$ cat src/udw_pkg.sv
// Shared types and constants for the UTF-8 display width block.
// No dependencies; every other file of the block imports this package.
package udw_pkg;

    // Width of the running cell sum; the result word is always 16 bits.
    localparam int SUM_BITS   = 16;
    localparam int TOTAL_BITS = 16;
    localparam int EXT_BITS   = (SUM_BITS > TOTAL_BITS) ? SUM_BITS : TOTAL_BITS;
    localparam logic [TOTAL_BITS-1:0] TOTAL_MAX = '1;

    localparam int TAB_BITS   = 4;
    localparam logic [TAB_BITS-1:0] TAB_RESET = 4'd4;

    // Cells contributed by one decoded symbol plus flushed lone bytes.
    localparam int CELL_BITS  = 5;

    localparam int CODE_BITS  = 21;

    // Depth of the token queue between decoder and accumulator.
    localparam int Q_DEPTH    = 2;
    localparam int Q_PTR_BITS = (Q_DEPTH > 1) ? $clog2(Q_DEPTH) : 1;
    localparam int Q_CNT_BITS = $clog2(Q_DEPTH + 1);

    // Lead byte ranges and the second-byte limits of strict UTF-8.
    localparam logic [7:0] LEAD2_LO  = 8'hC2;
    localparam logic [7:0] LEAD2_HI  = 8'hDF;
    localparam logic [7:0] LEAD3_LO  = 8'hE0;
    localparam logic [7:0] LEAD3_HI  = 8'hEF;
    localparam logic [7:0] LEAD4_LO  = 8'hF0;
    localparam logic [7:0] LEAD4_HI  = 8'hF4;
    localparam logic [7:0] LEAD_E0   = 8'hE0;
    localparam logic [7:0] LEAD_ED   = 8'hED;
    localparam logic [7:0] LEAD_F0   = 8'hF0;
    localparam logic [7:0] LEAD_F4   = 8'hF4;
    localparam logic [7:0] CONT_90   = 8'h90;
    localparam logic [7:0] CONT_A0   = 8'hA0;

    // One decoded step: an optional code point, the cells of lone bytes that
    // count as characters of their own, and the end-of-string mark.
    typedef struct packed {
        logic [CODE_BITS-1:0] code;
        logic                 code_vld;
        logic [2:0]           lone;
        logic                 eos;
    } t_token;

endpackage

$ cat src/udw_queue.sv
// Short token queue between the UTF-8 decoder and the width accumulator.
// Depends on udw_pkg for the token type and the queue depth.
module udw_queue (
    input  logic            i_clk,
    input  logic            i_rst_n,
    input  logic            i_push,
    input  udw_pkg::t_token i_tok,
    output logic            o_full,
    input  logic            i_pop,
    output logic            o_vld,
    output udw_pkg::t_token o_tok
);
    import udw_pkg::*;

    t_token                r_mem [Q_DEPTH];
    logic [Q_PTR_BITS-1:0] r_wr_ptr;
    logic [Q_PTR_BITS-1:0] r_rd_ptr;
    logic [Q_CNT_BITS-1:0] r_count;

    function automatic logic [Q_PTR_BITS-1:0] ptr_inc(input logic [Q_PTR_BITS-1:0] p);
        if (p == Q_PTR_BITS'(Q_DEPTH - 1)) begin
            return '0;
        end
        return p + 1'b1;
    endfunction

    assign o_full = (r_count == Q_CNT_BITS'(Q_DEPTH));
    assign o_vld  = (r_count != '0);
    assign o_tok  = r_mem[r_rd_ptr];

    always_ff @(posedge i_clk) begin
        if (i_push) begin
            r_mem[r_wr_ptr] <= i_tok;
        end
    end

    always_ff @(posedge i_clk) begin
        if (!i_rst_n) begin
            r_wr_ptr <= '0;
            r_rd_ptr <= '0;
            r_count  <= '0;
        end else begin
            if (i_push) begin
                r_wr_ptr <= ptr_inc(r_wr_ptr);
            end
            if (i_pop) begin
                r_rd_ptr <= ptr_inc(r_rd_ptr);
            end
            if (i_push && !i_pop) begin
                r_count <= r_count + 1'b1;
            end else if (!i_push && i_pop) begin
                r_count <= r_count - 1'b1;
            end
        end
    end

endmodule

$ cat src/udw_front.sv
// UTF-8 decoder front end: takes one byte per word and emits one token.
// Depends on udw_pkg for the token type and the lead byte constants.
module udw_front (
    input  logic            i_clk,
    input  logic            i_rst_n,
    input  logic            i_take,
    input  logic [7:0]      i_byte,
    input  logic            i_last,
    output udw_pkg::t_token o_tok
);
    import udw_pkg::*;

    logic [7:0]           r_lead;
    logic [1:0]           r_pcnt;
    logic [2:0]           r_explen;
    logic [CODE_BITS-1:0] r_part;
    logic [1:0]           r_lone;

    logic [7:0]           n_lead;
    logic [1:0]           n_pcnt;
    logic [2:0]           n_explen;
    logic [CODE_BITS-1:0] n_part;
    logic [1:0]           n_lone;

    logic                 ok;
    logic                 lead_now;
    logic [CODE_BITS-1:0] pc;
    logic [2:0]           lone_acc;
    logic                 ends;

    always_comb begin
        n_lead   = r_lead;
        n_pcnt   = r_pcnt;
        n_explen = r_explen;
        n_part   = r_part;
        n_lone   = r_lone;
        ok       = 1'b0;
        lead_now = 1'b0;
        pc       = {r_part[CODE_BITS-7:0], i_byte[5:0]};
        lone_acc = '0;
        ends     = (i_byte == 8'd0) || i_last;
        o_tok    = '0;

        if (i_byte != 8'd0) begin
            if (r_pcnt == 2'd0) begin
                lead_now = 1'b1;
            end else begin
                ok = (i_byte[7:6] == 2'b10);
                if (r_pcnt == 2'd1) begin
                    if (r_lead == LEAD_E0 && i_byte < CONT_A0) ok = 1'b0;
                    if (r_lead == LEAD_ED && i_byte >= CONT_A0) ok = 1'b0;
                    if (r_lead == LEAD_F0 && i_byte < CONT_90) ok = 1'b0;
                    if (r_lead == LEAD_F4 && i_byte >= CONT_90) ok = 1'b0;
                end
                if (!ok) begin
                    // Broken sequence: its bytes count as lone bytes and
                    // this byte starts over as a lead.
                    lone_acc = {1'b0, r_lone};
                    n_pcnt   = 2'd0;
                    lead_now = 1'b1;
                end else if (({1'b0, r_pcnt} + 3'd1) >= r_explen) begin
                    o_tok.code     = pc;
                    o_tok.code_vld = 1'b1;
                    n_pcnt         = 2'd0;
                end else begin
                    n_part = pc;
                    n_pcnt = r_pcnt + 2'd1;
                    n_lone = r_lone + {1'b0, i_byte[5]};
                end
            end

            if (lead_now) begin
                if (!i_byte[7]) begin
                    o_tok.code     = CODE_BITS'(i_byte);
                    o_tok.code_vld = 1'b1;
                end else if (i_byte >= LEAD2_LO && i_byte <= LEAD2_HI) begin
                    n_explen = 3'd2;
                    n_part   = CODE_BITS'(i_byte[4:0]);
                    n_lead   = i_byte;
                    n_pcnt   = 2'd1;
                    n_lone   = 2'd1;
                end else if (i_byte >= LEAD3_LO && i_byte <= LEAD3_HI) begin
                    n_explen = 3'd3;
                    n_part   = CODE_BITS'(i_byte[3:0]);
                    n_lead   = i_byte;
                    n_pcnt   = 2'd1;
                    n_lone   = 2'd1;
                end else if (i_byte >= LEAD4_LO && i_byte <= LEAD4_HI) begin
                    n_explen = 3'd4;
                    n_part   = CODE_BITS'(i_byte[2:0]);
                    n_lead   = i_byte;
                    n_pcnt   = 2'd1;
                    n_lone   = 2'd1;
                end else begin
                    o_tok.code     = CODE_BITS'(i_byte);
                    o_tok.code_vld = 1'b1;
                end
            end
        end

        if (ends) begin
            if (n_pcnt != 2'd0) begin
                lone_acc = lone_acc + {1'b0, n_lone};
            end
            n_pcnt = 2'd0;
        end

        o_tok.lone = lone_acc;
        o_tok.eos  = ends;
    end

    always_ff @(posedge i_clk) begin
        if (i_take) begin
            r_lead   <= n_lead;
            r_explen <= n_explen;
            r_part   <= n_part;
            r_lone   <= n_lone;
        end
    end

    always_ff @(posedge i_clk) begin
        if (!i_rst_n) begin
            r_pcnt <= 2'd0;
        end else if (i_take) begin
            r_pcnt <= n_pcnt;
        end
    end

endmodule

$ cat src/udw_back.sv
// Width accumulator back end: maps tokens to cells, sums, emits totals.
// Depends on udw_pkg for the token type, sum widths and tab reset value.
module udw_back (
    input  logic                         i_clk,
    input  logic                         i_rst_n,
    input  logic                         i_cfg_we,
    input  logic [udw_pkg::TAB_BITS-1:0] i_cfg_wdata,
    input  logic                         i_vld,
    input  udw_pkg::t_token              i_tok,
    output logic                         o_pop,
    output logic                         o_vld,
    output logic [udw_pkg::TOTAL_BITS-1:0] o_total,
    input  logic                         i_ready
);
    import udw_pkg::*;

    localparam logic [SUM_BITS:0] SUM_MAX = {1'b0, {SUM_BITS{1'b1}}};

    logic [TAB_BITS-1:0]   r_tab;
    logic [SUM_BITS-1:0]   r_sum;
    logic                  r_out_vld;
    logic [TOTAL_BITS-1:0] r_total;

    logic [CELL_BITS-1:0]  cells;
    logic [CELL_BITS-1:0]  inc;
    logic [SUM_BITS:0]     raw_sum;
    logic [SUM_BITS-1:0]   n_sum;
    logic [EXT_BITS-1:0]   sum_ext;
    logic [TOTAL_BITS-1:0] n_total;

    function automatic logic in_rng(input logic [CODE_BITS-1:0] c,
                                    input logic [CODE_BITS-1:0] lo,
                                    input logic [CODE_BITS-1:0] hi);
        return (c >= lo) && (c <= hi);
    endfunction

    function automatic logic [CELL_BITS-1:0] cells_of(input logic [CODE_BITS-1:0] c,
                                                      input logic [TAB_BITS-1:0] tab);
        logic mark;
        logic wide;
        mark = in_rng(c, 21'h00300, 21'h0036F) || in_rng(c, 21'h01AB0, 21'h01AFF) ||
               in_rng(c, 21'h01DC0, 21'h01DFF) || in_rng(c, 21'h020D0, 21'h020FF) ||
               in_rng(c, 21'h0FE20, 21'h0FE2F);
        wide = (c == 21'h02329) || (c == 21'h0232A) ||
               in_rng(c, 21'h01100, 21'h0115F) || (c == 21'h0303F) ||
               in_rng(c, 21'h02E80, 21'h0A4CF) || in_rng(c, 21'h0AC00, 21'h0D7A3) ||
               in_rng(c, 21'h0F900, 21'h0FAFF) || in_rng(c, 21'h0FE10, 21'h0FE19) ||
               in_rng(c, 21'h0FE30, 21'h0FE6F) || in_rng(c, 21'h0FF00, 21'h0FF60) ||
               in_rng(c, 21'h0FFE0, 21'h0FFE6) || in_rng(c, 21'h1F300, 21'h1FAFF) ||
               in_rng(c, 21'h20000, 21'h3FFFD);
        if (c == 21'h00009) begin
            return CELL_BITS'(tab);
        end
        if (c < 21'h00020 || in_rng(c, 21'h0007F, 21'h0009F) || mark) begin
            return '0;
        end
        if (wide) begin
            return CELL_BITS'(2);
        end
        return CELL_BITS'(1);
    endfunction

    assign o_pop   = i_vld && (!r_out_vld || i_ready);
    assign o_vld   = r_out_vld;
    assign o_total = r_total;

    always_comb begin
        cells   = i_tok.code_vld ? cells_of(i_tok.code, r_tab) : '0;
        inc     = cells + CELL_BITS'(i_tok.lone);
        raw_sum = {1'b0, r_sum} + (SUM_BITS+1)'(inc);
        n_sum   = (raw_sum > SUM_MAX) ? SUM_MAX[SUM_BITS-1:0] : raw_sum[SUM_BITS-1:0];
        sum_ext = EXT_BITS'(n_sum);
        n_total = (sum_ext > EXT_BITS'(TOTAL_MAX)) ? TOTAL_MAX : sum_ext[TOTAL_BITS-1:0];
    end

    always_ff @(posedge i_clk) begin
        if (o_pop && i_tok.eos) begin
            r_total <= n_total;
        end
    end

    always_ff @(posedge i_clk) begin
        if (!i_rst_n) begin
            r_tab     <= TAB_RESET;
            r_sum     <= '0;
            r_out_vld <= 1'b0;
        end else begin
            if (i_cfg_we) begin
                r_tab <= i_cfg_wdata;
            end
            if (o_pop) begin
                r_sum <= i_tok.eos ? '0 : n_sum;
            end
            if (o_pop && i_tok.eos) begin
                r_out_vld <= 1'b1;
            end else if (i_ready) begin
                r_out_vld <= 1'b0;
            end
        end
    end

endmodule

$ cat src/utf8_display_width.sv
// Top level of the UTF-8 display width block.
// Depends on udw_pkg, udw_front, udw_queue and udw_back.

// The block takes a UTF-8 string one byte per word on the slave stream and
// returns the string's terminal display width, in cells, as one word on the
// master stream when the string ends. A string ends at a byte with tlast set
// or at a zero byte; the zero byte itself adds nothing. Decoding is strict:
// overlong forms, surrogates and values above U+10FFFF are refused, and the
// bytes of a broken sequence are counted one by one as lone characters
// before the offending byte is decoded again as a new lead. A tab adds the
// configured tab width (reset value 4), control codes and combining marks
// add nothing, wide East Asian and emoji ranges add two, everything else
// one. The total saturates at 65535. The block accepts one byte every clock
// cycle for as long as the downstream side keeps up: the decoder turns each
// byte into a token in the cycle it is accepted, a two-entry token queue
// sits between it and the accumulator, and the accumulator retires one
// token per cycle into the running sum while its output register is free
// or being read. The total of a string passes from the token queue into
// the output register, from which it is valid on the master side. A stalled
// output register holds the total while the queue keeps absorbing bytes
// until it is full. The user must write the tab width through the
// configuration port while no string is in flight; the block does not
// enforce this.
module utf8_display_width (
    input  logic                         i_clk,
    input  logic                         i_rst_n,
    // Configuration: tab width in cells.
    input  logic                         i_cfg_we,
    input  logic [udw_pkg::TAB_BITS-1:0] i_cfg_wdata,
    // Byte input stream.
    input  logic                         s_axis_tvalid,
    output logic                         s_axis_tready,
    input  logic [7:0]                   s_axis_tdata,   // [7:0] text_byte
    input  logic                         s_axis_tlast,   // last_byte
    // Width result stream.
    output logic                         m_axis_tvalid,
    input  logic                         m_axis_tready,
    output logic [udw_pkg::TOTAL_BITS-1:0] m_axis_tdata  // [15:0] total_width
);
    import udw_pkg::*;

    t_token front_tok;
    t_token q_tok;
    logic   q_full;
    logic   q_vld;
    logic   push;
    logic   pop;

    // A byte is taken whenever the token queue has room.
    assign s_axis_tready = !q_full;
    assign push          = s_axis_tvalid && s_axis_tready;

    udw_front u_front (
        .i_clk   (i_clk),
        .i_rst_n (i_rst_n),
        .i_take  (push),
        .i_byte  (s_axis_tdata),
        .i_last  (s_axis_tlast),
        .o_tok   (front_tok)
    );

    udw_queue u_queue (
        .i_clk   (i_clk),
        .i_rst_n (i_rst_n),
        .i_push  (push),
        .i_tok   (front_tok),
        .o_full  (q_full),
        .i_pop   (pop),
        .o_vld   (q_vld),
        .o_tok   (q_tok)
    );

    udw_back u_back (
        .i_clk       (i_clk),
        .i_rst_n     (i_rst_n),
        .i_cfg_we    (i_cfg_we),
        .i_cfg_wdata (i_cfg_wdata),
        .i_vld       (q_vld),
        .i_tok       (q_tok),
        .o_pop       (pop),
        .o_vld       (m_axis_tvalid),
        .o_total     (m_axis_tdata),
        .i_ready     (m_axis_tready)
    );

    // Reset leaves no total pending on the output.
    a_rst_no_out: assert property (@(posedge i_clk)
        !i_rst_n |=> !m_axis_tvalid)
        else $error("output valid right after reset");

    // An end-of-string token that was pushed is in the queue next cycle.
    a_eos_queued: assert property (@(posedge i_clk) disable iff (!i_rst_n)
        (push && front_tok.eos) |=> q_vld)
        else $error("end-of-string token lost");

    // The queue never drains without the accumulator popping it.
    a_q_hold: assert property (@(posedge i_clk) disable iff (!i_rst_n)
        (q_vld && !pop) |=> q_vld)
        else $error("queue emptied without a pop");

    // An end-of-string token is retired only while the output register can take a total.
    a_pop_room: assert property (@(posedge i_clk) disable iff (!i_rst_n)
        (pop && q_tok.eos) |-> (!m_axis_tvalid || m_axis_tready))
        else $error("total would overwrite a pending result");

endmodule

$ cat config.mk
export PLATFORM = sky130hd
export DESIGN_NAME = utf8_display_width
export DESIGN_NICKNAME = d
export VERILOG_FILES = /design/src/udw_pkg.sv /design/src/udw_queue.sv /design/src/udw_front.sv /design/src/udw_back.sv /design/src/utf8_display_width.sv
export SDC_FILE = /design/constraint.sdc
export NUM_CORES = 1
export LEC_CHECK = 0
export ABC_AREA = 1
export BUFFER_PORTS_ARGS = -buffer_cell sky130_fd_sc_hd__buf_2
export CAP_MARGIN = 20
export CORE_MARGIN = 2
export CORE_UTILIZATION = 55
export CTS_BUF_LIST = sky130_fd_sc_hd__clkbuf_4 sky130_fd_sc_hd__clkbuf_8
export CTS_CLUSTER_SIZE = 10
export DETAILED_ROUTE_END_ITERATION = 10
export HOLD_SLACK_MARGIN = 0.12
export PLACE_DENSITY = 0.81
export SYNTH_ARGS = -nofsm -noshare
export SYNTH_HDL_FRONTEND = slang
export SYNTH_SLANG_ARGS = --single-unit
$ cat constraint.sdc
create_clock -name i_clk -period 4.2 [get_ports i_clk]
set_input_delay 1.26 -clock i_clk [delete_from_list [all_inputs] [get_ports i_clk]]
set_output_delay 1.26 -clock i_clk [all_outputs]
set_load 0.03 [all_outputs]
==> flow_metrics.py, run 1 <==
metrics = {
    "synthesis": {
        "post_synth_most_frequent_cells": "277 x nand2_1, 129 x inv_1, 127 x nor2_1, 95 x edfxtp_1, 59 x nand3_1",
        "yosys-top-cells-area": "edfxtp_1 38%, nand2_1 14%, dfxtp_1 7.5%",
        "netlist_instances": 974,
        "synth.yosys.seq_area_share": 0.457,
        "yosys_warnings": 0,
        "postSynthNetCount": 1012,
        "syn-mean-instance-area_um2": 7.66,
        "synth.largest_area_cell": "edfxtp_1",
        "yosys_most_used_dff": "edfxtp_1",
        "area_share_of_the_leading_cell_type_in_the_synthesized_netlist": 0.382,
        "proportion_of_register_bits_with_asynchronous_set_or_reset_after_synthesis": 0,
        "synthMostInstantiatedCell": "nand2_1",
        "synth-seq-cells": 123,
        "ys_types": 40,
        "synth-edff-count": 95,
        "syn-cell-area_mm2": 0.00746,
    },
    "placed_design": {
        "quantity_of_i_o_buffers_inserted_on_ports": 35,
        "place_hpwl_um": 14200,
        "gp_routability_congestion": 0.990,
        "pre_cts_ws_ns": -0.723,
        "placed_cells": 1270,
    },
    "grt": {
        "maximum_number_of_pins_on_one_net_before_global_route_repair": 27,
        "via_count_of_the_first_global_routing_pass": 7035,
        "gr-total-overflow": 0,
        "grt_first_pass_wirelength_um": 34700,
        "groute.usage.overall": 0.306,
        "grt_antenna_before_repair": 0,
    },
    "die": {
        "die_w_um": 120,
        "boundaryPins": 36,
        "core_area_mm2": 0.0132,
        "core.rowCount": 42,
        "start_util": 0.563,
        "die_h_um": 120,
        "dieArea_mm2": 0.0145,
    },
    "cts": {
        "clk_path_buf_depth": 2,
        "cts_inserted_buffers": 17,
        "worst_skew_pair_latency_ns": 0.46,
        "cts_root_buffer": "clkbuf_8",
        "cts_htree_levels": 4,
        "clkSlewWorstSetupHoldPaths_ns": 0.07,
        "numClockSinks": 123,
        "cts_tree": "done",
    },
    "worst_setup_path": {
        "cp_max_fo": 8,
        "r2r_cells": 35,
        "cp_slowest_cell": "dfxtp_4",
        "max_stage_delay_ns": 0.46,
        "cp-end-kind": "register",
        "arrival_ns": 5.35,
        "timing_worst_setup_path_type": "register to register",
        "r2r_slack_ns": -0.79,
        "worstSetupStartpointType": "register",
        "rr_endpoint": "u_back.r_sum[2]",
        "critical_path_end": "u_back.r_sum[2]",
        "required_ns": 4.56,
    },
    "routing": {
        "drc_errors": 0,
        "initialDrtViolationCount": 910,
        "drt.antenna.violating_nets": 0,
        "drt-wirelength-per-cell_um": 18.2,
        "vias": 7702,
        "dr.pass1.iters": 5,
        "vias_per_cell": 5.73,
        "totalWireLength_um": 24400,
    },
    "power": {
        "intPower_w": 0.00358,
        "share_seq_of_total_power": 0.270,
        "sw_frac_of_total": 0.438,
        "irDropWorstVdd_uv": 295,
        "fin_total_pwr_w": 0.00638,
        "power.net_switching_w": 0.00280,
        "combinationalPowerShare": 0.583,
        "leakage_nw": 4.53,
        "pwr_density_cell_mw_per_mm2": 640,
        "power_frac_clock": 0.147,
    },
    "finish": {
        "regArea_mm2": 0.00342,
        "multi_input_gate_area_mm2": 0.00394,
        "areaGrowthSynthToFinish_pct": 33.6,
        "post_route_cells_drive_above_1_share": 0.328,
        "antenna_cells": 0,
        "nNetsFinal": 1192,
        "nFillCells": 869,
        "fin_cells": 1343,
    },
    "timing": {
        "setup_tns_ns": -18.66,
        "setup-violations-final": 32,
        "transition_time_at_the_pin_with_the_least_slew_margin_ns": 0.865,
        "maxSlewHeadroom": 0.423,
        "setup_repair_after_global_routing_missed_its_margin": "yes",
        "number_of_slew_limit_violations_in_the_final_report": 0,
        "max_freq_ghz": 0.201,
        "layout_setup_ws_ns": -0.787,
        "finalHoldViolations": 0,
        "final_worst_path_cycle_share": 1.19,
        "period_minus_slack_ns": 4.99,
        "fin_skew_ns": 0.0182,
    },
    "run_status": {
        "result_of_the_run": "finished with violations",
        "failed_checks": "negative setup slack",
    },
    "hold_path": {
        "min_delay_path_depth": 2,
        "hold_path.class": "register to register",
        "timing.hold.worst.start": "u_back.r_tab[1]",
    },
    "run": {
        "timing.max_cap.violations": 0,
    },
}
[metrics by stage]
stage	instance area (um^2)	utilization	hold slack [ns]
after floorplan	7460	-	0.425
after detailed placement	8560	0.647	0.449
after global routing	9970	0.753	0.517
after CTS	9500	0.717	0.473
after global placement	8560	0.647	0.435
final	9970	0.753	0.486
[critical path: cells and delay by family (launching register included)]
kind                     cells  cell delay, ns
XOR/XNOR                     1            0.18
adder cells (fa/ha/maj)      2            0.64
flip-flops                   1            0.46
AND/OR/NAND/NOR             19            2.04
buffers and inverters        7            0.82
AO/OA/AOI/OAI                6            0.75
[per-layer routing]
| metal | GRT usage | routed length, um |
|---|---|---|
| met1 | 0.383 | 9320 |
| met2 | 0.511 | 11800 |
| met3 | 0.0637 | 1950 |
| met4 | 0.135 | 1380 |
| met5 | 0 | 0 |
[cell usage in the layout, fill, tap and decap left out, types with 3 or more instances in the layout]
cell	netlist	routed
nand2_1	277	237
inv_1	129	124
buf_4	1	122
nor2_1	127	112
edfxtp_1	95	95
nand3_1	59	46
nand2_2	26	42
a21oi_1	47	36
o21ai_0	42	36
buf_2	4	35
nand2_4	5	29
dfxtp_1	28	27
clkbuf_8	0	19
nor2_2	13	18
nor2_4	5	15
ha_1	17	15
inv_2	10	14
nand4_1	13	13
nor3_1	13	10
a21oi_2	0	10
nand3_2	0	10
buf_6	7	9
o21ai_2	4	7
buf_12	0	7
o21ai_1	5	6
nand3b_1	5	5
or2_2	5	4
o211ai_1	4	4
xor2_1	4	4
o21ai_4	2	4
clkinv_2	0	4
clkinv_1	2	3
nand3_4	0	3
clkinvlp_4	0	3
clkinv_4	0	3
buf_16	0	3
clkbuf_16	0	3
[timing repair]
action                     in CTS  in global routing
resized for setup              85                 82
pin swaps                      25                 59
cloned                          3                  3
setup endpoints to repair      32                 32
hold buffers                    0                  0
setup buffers                  24                 11
[power groups by stage]
| stage | Sequential, W | Combinational (W) | Clock, W |
|---|---|---|---|
| floorplan | 0.00182 | 0.00158 | 0 |
| global placement | 0.00170 | 0.00271 | 0 |
| detailed placement | 0.00171 | 0.00274 | 0 |
| CTS | 0.00170 | 0.00315 | 0.000922 |
| global route | 0.00174 | 0.00398 | 0.000992 |
| finish | 0.00172 | 0.00372 | 0.000937 |
[cells by family (layout without fill, tap and decap cells)]
kind of cell,count (synthesis),count (layout),synth area share
buffers and inverters,160,353,0.0887
flip-flops,123,123,0.457
XOR/XNOR,7,7,0.00822
AO/OA/AOI/OAI,111,111,0.0830
adder cells (fa/ha/maj),20,20,0.0366
AND/OR/NAND/NOR,553,553,0.326
[worst min path at each step]
stage,slack (ns),endpoint
finish,0.49,u_back.r_tab[1]
global route,0.52,u_back.r_sum[3]
CTS,0.47,u_back.r_sum[0]
detailed placement,0.45,u_queue.r_rd_ptr
global placement,0.43,u_queue.r_rd_ptr
floorplan,0.43,register
[sequential cells by signal, indices dropped and copies added (netlist names), named ones only]
signal	cells
u_back.o_total	16
u_back.o_vld	1
u_back.r_sum	16
u_back.r_tab	4
u_front.r_explen	3
u_front.r_lead	7
u_front.r_lone	2
u_front.r_part	15
u_front.r_pcnt	2
u_queue.r_count	2
u_queue.r_mem	52
u_queue.r_rd_ptr	1
u_queue.r_wr_ptr	1
[final cells by class]
class / count / area share
sequential: 123 / 0.343
inverter: 141 / 0.0539
tap: 176 / 0.0221
timing repair buffer: 180 / 0.151
multi-input combinational: 691 / 0.395
clock buffer: 21 / 0.0277
clock inverter: 11 / 0.00728
Note: power is estimated with default switching activity, not from simulation.
==> inputs of run 2 (changes only) <==
- CTS_BUF_LIST: sky130_fd_sc_hd__clkbuf_4 sky130_fd_sc_hd__clkbuf_8 -> sky130_fd_sc_hd__clkbuf_2
==> flow_metrics.py, run 2 (synthesis results as in run 1) <==
metrics = {
    "run_status": {
        "result_of_the_run": "finished with violations",
        "failed_checks": "negative setup slack",
    },
    "die": {
        "core.rowCount": 42,
        "boundaryPins": 36,
        "die_w_um": 120,
        "die_h_um": 120,
        "start_util": 0.563,
        "core_area_mm2": 0.0132,
        "dieArea_mm2": 0.0145,
    },
    "finish": {
        "layout.cells.most_common": "nand2_1",
        "largest_register": "u_queue.r_mem",
        "nNetsFinal": 1177,
        "areaGrowthSynthToFinish_pct": 28.0,
        "post_route_cells_drive_above_1_share": 0.314,
        "largest_reg_flops": 52,
        "post-route-util": 0.721,
        "most-common-layout-cells": "235 x nand2_1, 124 x inv_1, 116 x buf_4",
    },
    "grt": {
        "grt_first_pass_wirelength_um": 30600,
        "gr-usage-met3": 0.0514,
        "via_count_of_the_first_global_routing_pass": 6460,
        "grt_met1_use": 0.351,
        "global_route.peak_usage_layer": "met2",
        "gr-total-overflow": 0,
        "maximum_number_of_pins_on_one_net_before_global_route_repair": 27,
        "grt_antenna_before_repair": 1,
        "use_met2": 0.443,
        "groute.usage.overall": 0.269,
    },
    "routing": {
        "drc_errors": 0,
        "vias": 7186,
        "vias_per_cell": 5.41,
        "dr.pass1.iters": 6,
        "totalWireLength_um": 21300,
        "drt-wirelength-per-cell_um": 16.0,
        "initialDrtViolationCount": 606,
        "drt.antenna.violating_nets": 0,
    },
    "timing": {
        "finalHoldViolations": 0,
        "max_freq_ghz": 0.212,
        "setup_repair_after_global_routing_missed_its_margin": "yes",
        "layout_setup_ws_ns": -0.510,
        "maxSlewHeadroom": 0.455,
        "number_of_slew_limit_violations_in_the_final_report": 0,
        "transition_time_at_the_pin_with_the_least_slew_margin_ns": 0.817,
        "fin_skew_ns": 0.0345,
        "final_worst_path_cycle_share": 1.12,
        "setup-violations-final": 32,
        "period_minus_slack_ns": 4.71,
    },
    "worst_setup_path": {
        "arrival_ns": 5.33,
        "cp_slowest_cell": "fa_2",
        "max_stage_delay_ns": 0.48,
        "worstSetupStartpointType": "register",
        "r2r_slack_ns": -0.51,
        "required_ns": 4.82,
        "timing_worst_setup_path_type": "register to register",
        "cp_max_fo": 8,
        "cp-end-kind": "register",
        "path_common_cell": "nand2_1",
    },
    "placed_design": {
        "gp_routability_congestion": 0.990,
        "quantity_of_i_o_buffers_inserted_on_ports": 35,
        "place_hpwl_um": 14200,
    },
    "power": {
        "pwr_density_cell_mw_per_mm2": 595,
        "irDropWorstVdd_uv": 281,
        "leakage_nw": 4.35,
        "fin_total_pwr_w": 0.00568,
    },
    "cts": {
        "cts_htree_levels": 4,
        "cts_root_buffer": "clkbuf_2",
        "cts_inserted_buffers": 17,
        "worst_skew_pair_latency_ns": 0.69,
        "cts_tree": "done",
        "clkSlewWorstSetupHoldPaths_ns": 0.18,
        "cts_hold_buf": 0,
        "clk_path_buf_depth": 2,
        "numClockSinks": 123,
    },
    "hold_path": {
        "hold_path.class": "register to register",
    },
    "run": {
        "timing.max_cap.violations": 0,
    },
}
run 2: per-stage QoR:
step                      cell area, um^2  instances  setup slack [ns]  setup TNS [ns]  hold slack (ns)
after global placement               8560       1270            -0.549          -15.03            0.435
after global routing                 9550       1329            -0.808          -21.86            0.507
after detailed placement             8560       1270            -0.723          -18.56            0.449
after floorplan                      7460        974            0.0183               0            0.425
after CTS                            8930       1309            -0.401           -8.93            0.473
final                                9550       1329            -0.510          -12.64            0.472
run 2: power by group:
part	internal, W	switching, W	total, W
Sequential	0.00160	0.000104	0.00170
Clock	0.000150	0.000439	0.000588
Combinational	0.00136	0.00203	0.00339
Total	0.00311	0.00258	0.00568
run 2: what timing repair did:
item / CTS / global route
pin swaps: 12 / 63
endpoints found under the setup margin: 32 / 32
resized for setup: 38 / 111
gates cloned: 0 / 4
setup buffers: 7 / 15
run 2: critical path, delay by kind of cell (launching register included):
family | cells | cell delay (ns)
compound gates | 2 | 0.32
fa+ha+maj | 3 | 1.07
simple gates | 22 | 2.03
buf+inv | 7 | 0.73
flops | 1 | 0.47
run 2: final timing paths:
check,start,to,depth (start not counted)
worst max-delay path,register,u_back.r_sum[9],34
worst min-delay path,u_queue.r_rd_ptr,u_queue.r_rd_ptr,1
worst max register to register,register,u_back.r_sum[9],34
worst min register to register,u_queue.r_rd_ptr,u_queue.r_rd_ptr,1
run 2: per-layer routing:
| layer | vias to the layer above | share of wire |
|---|---|---|
| li1 | 3482 | - |
| met1 | 3315 | 0.42 |
| met2 | 327 | 0.49 |
| met3 | 62 | 0.060 |
| met4 | 0 | 0.031 |
| met5 | - | 0 |
run 2: cell type report:
class	instances	area, um^2
diodes	1	2.50
inverters	141	537
flip-flops and latches	123	3420
well taps	176	220
repair buffers	165	1310
clock inverters	13	80.1
fillers	983	3690
clock buffers	19	95.1
multi-input cells	691	3890
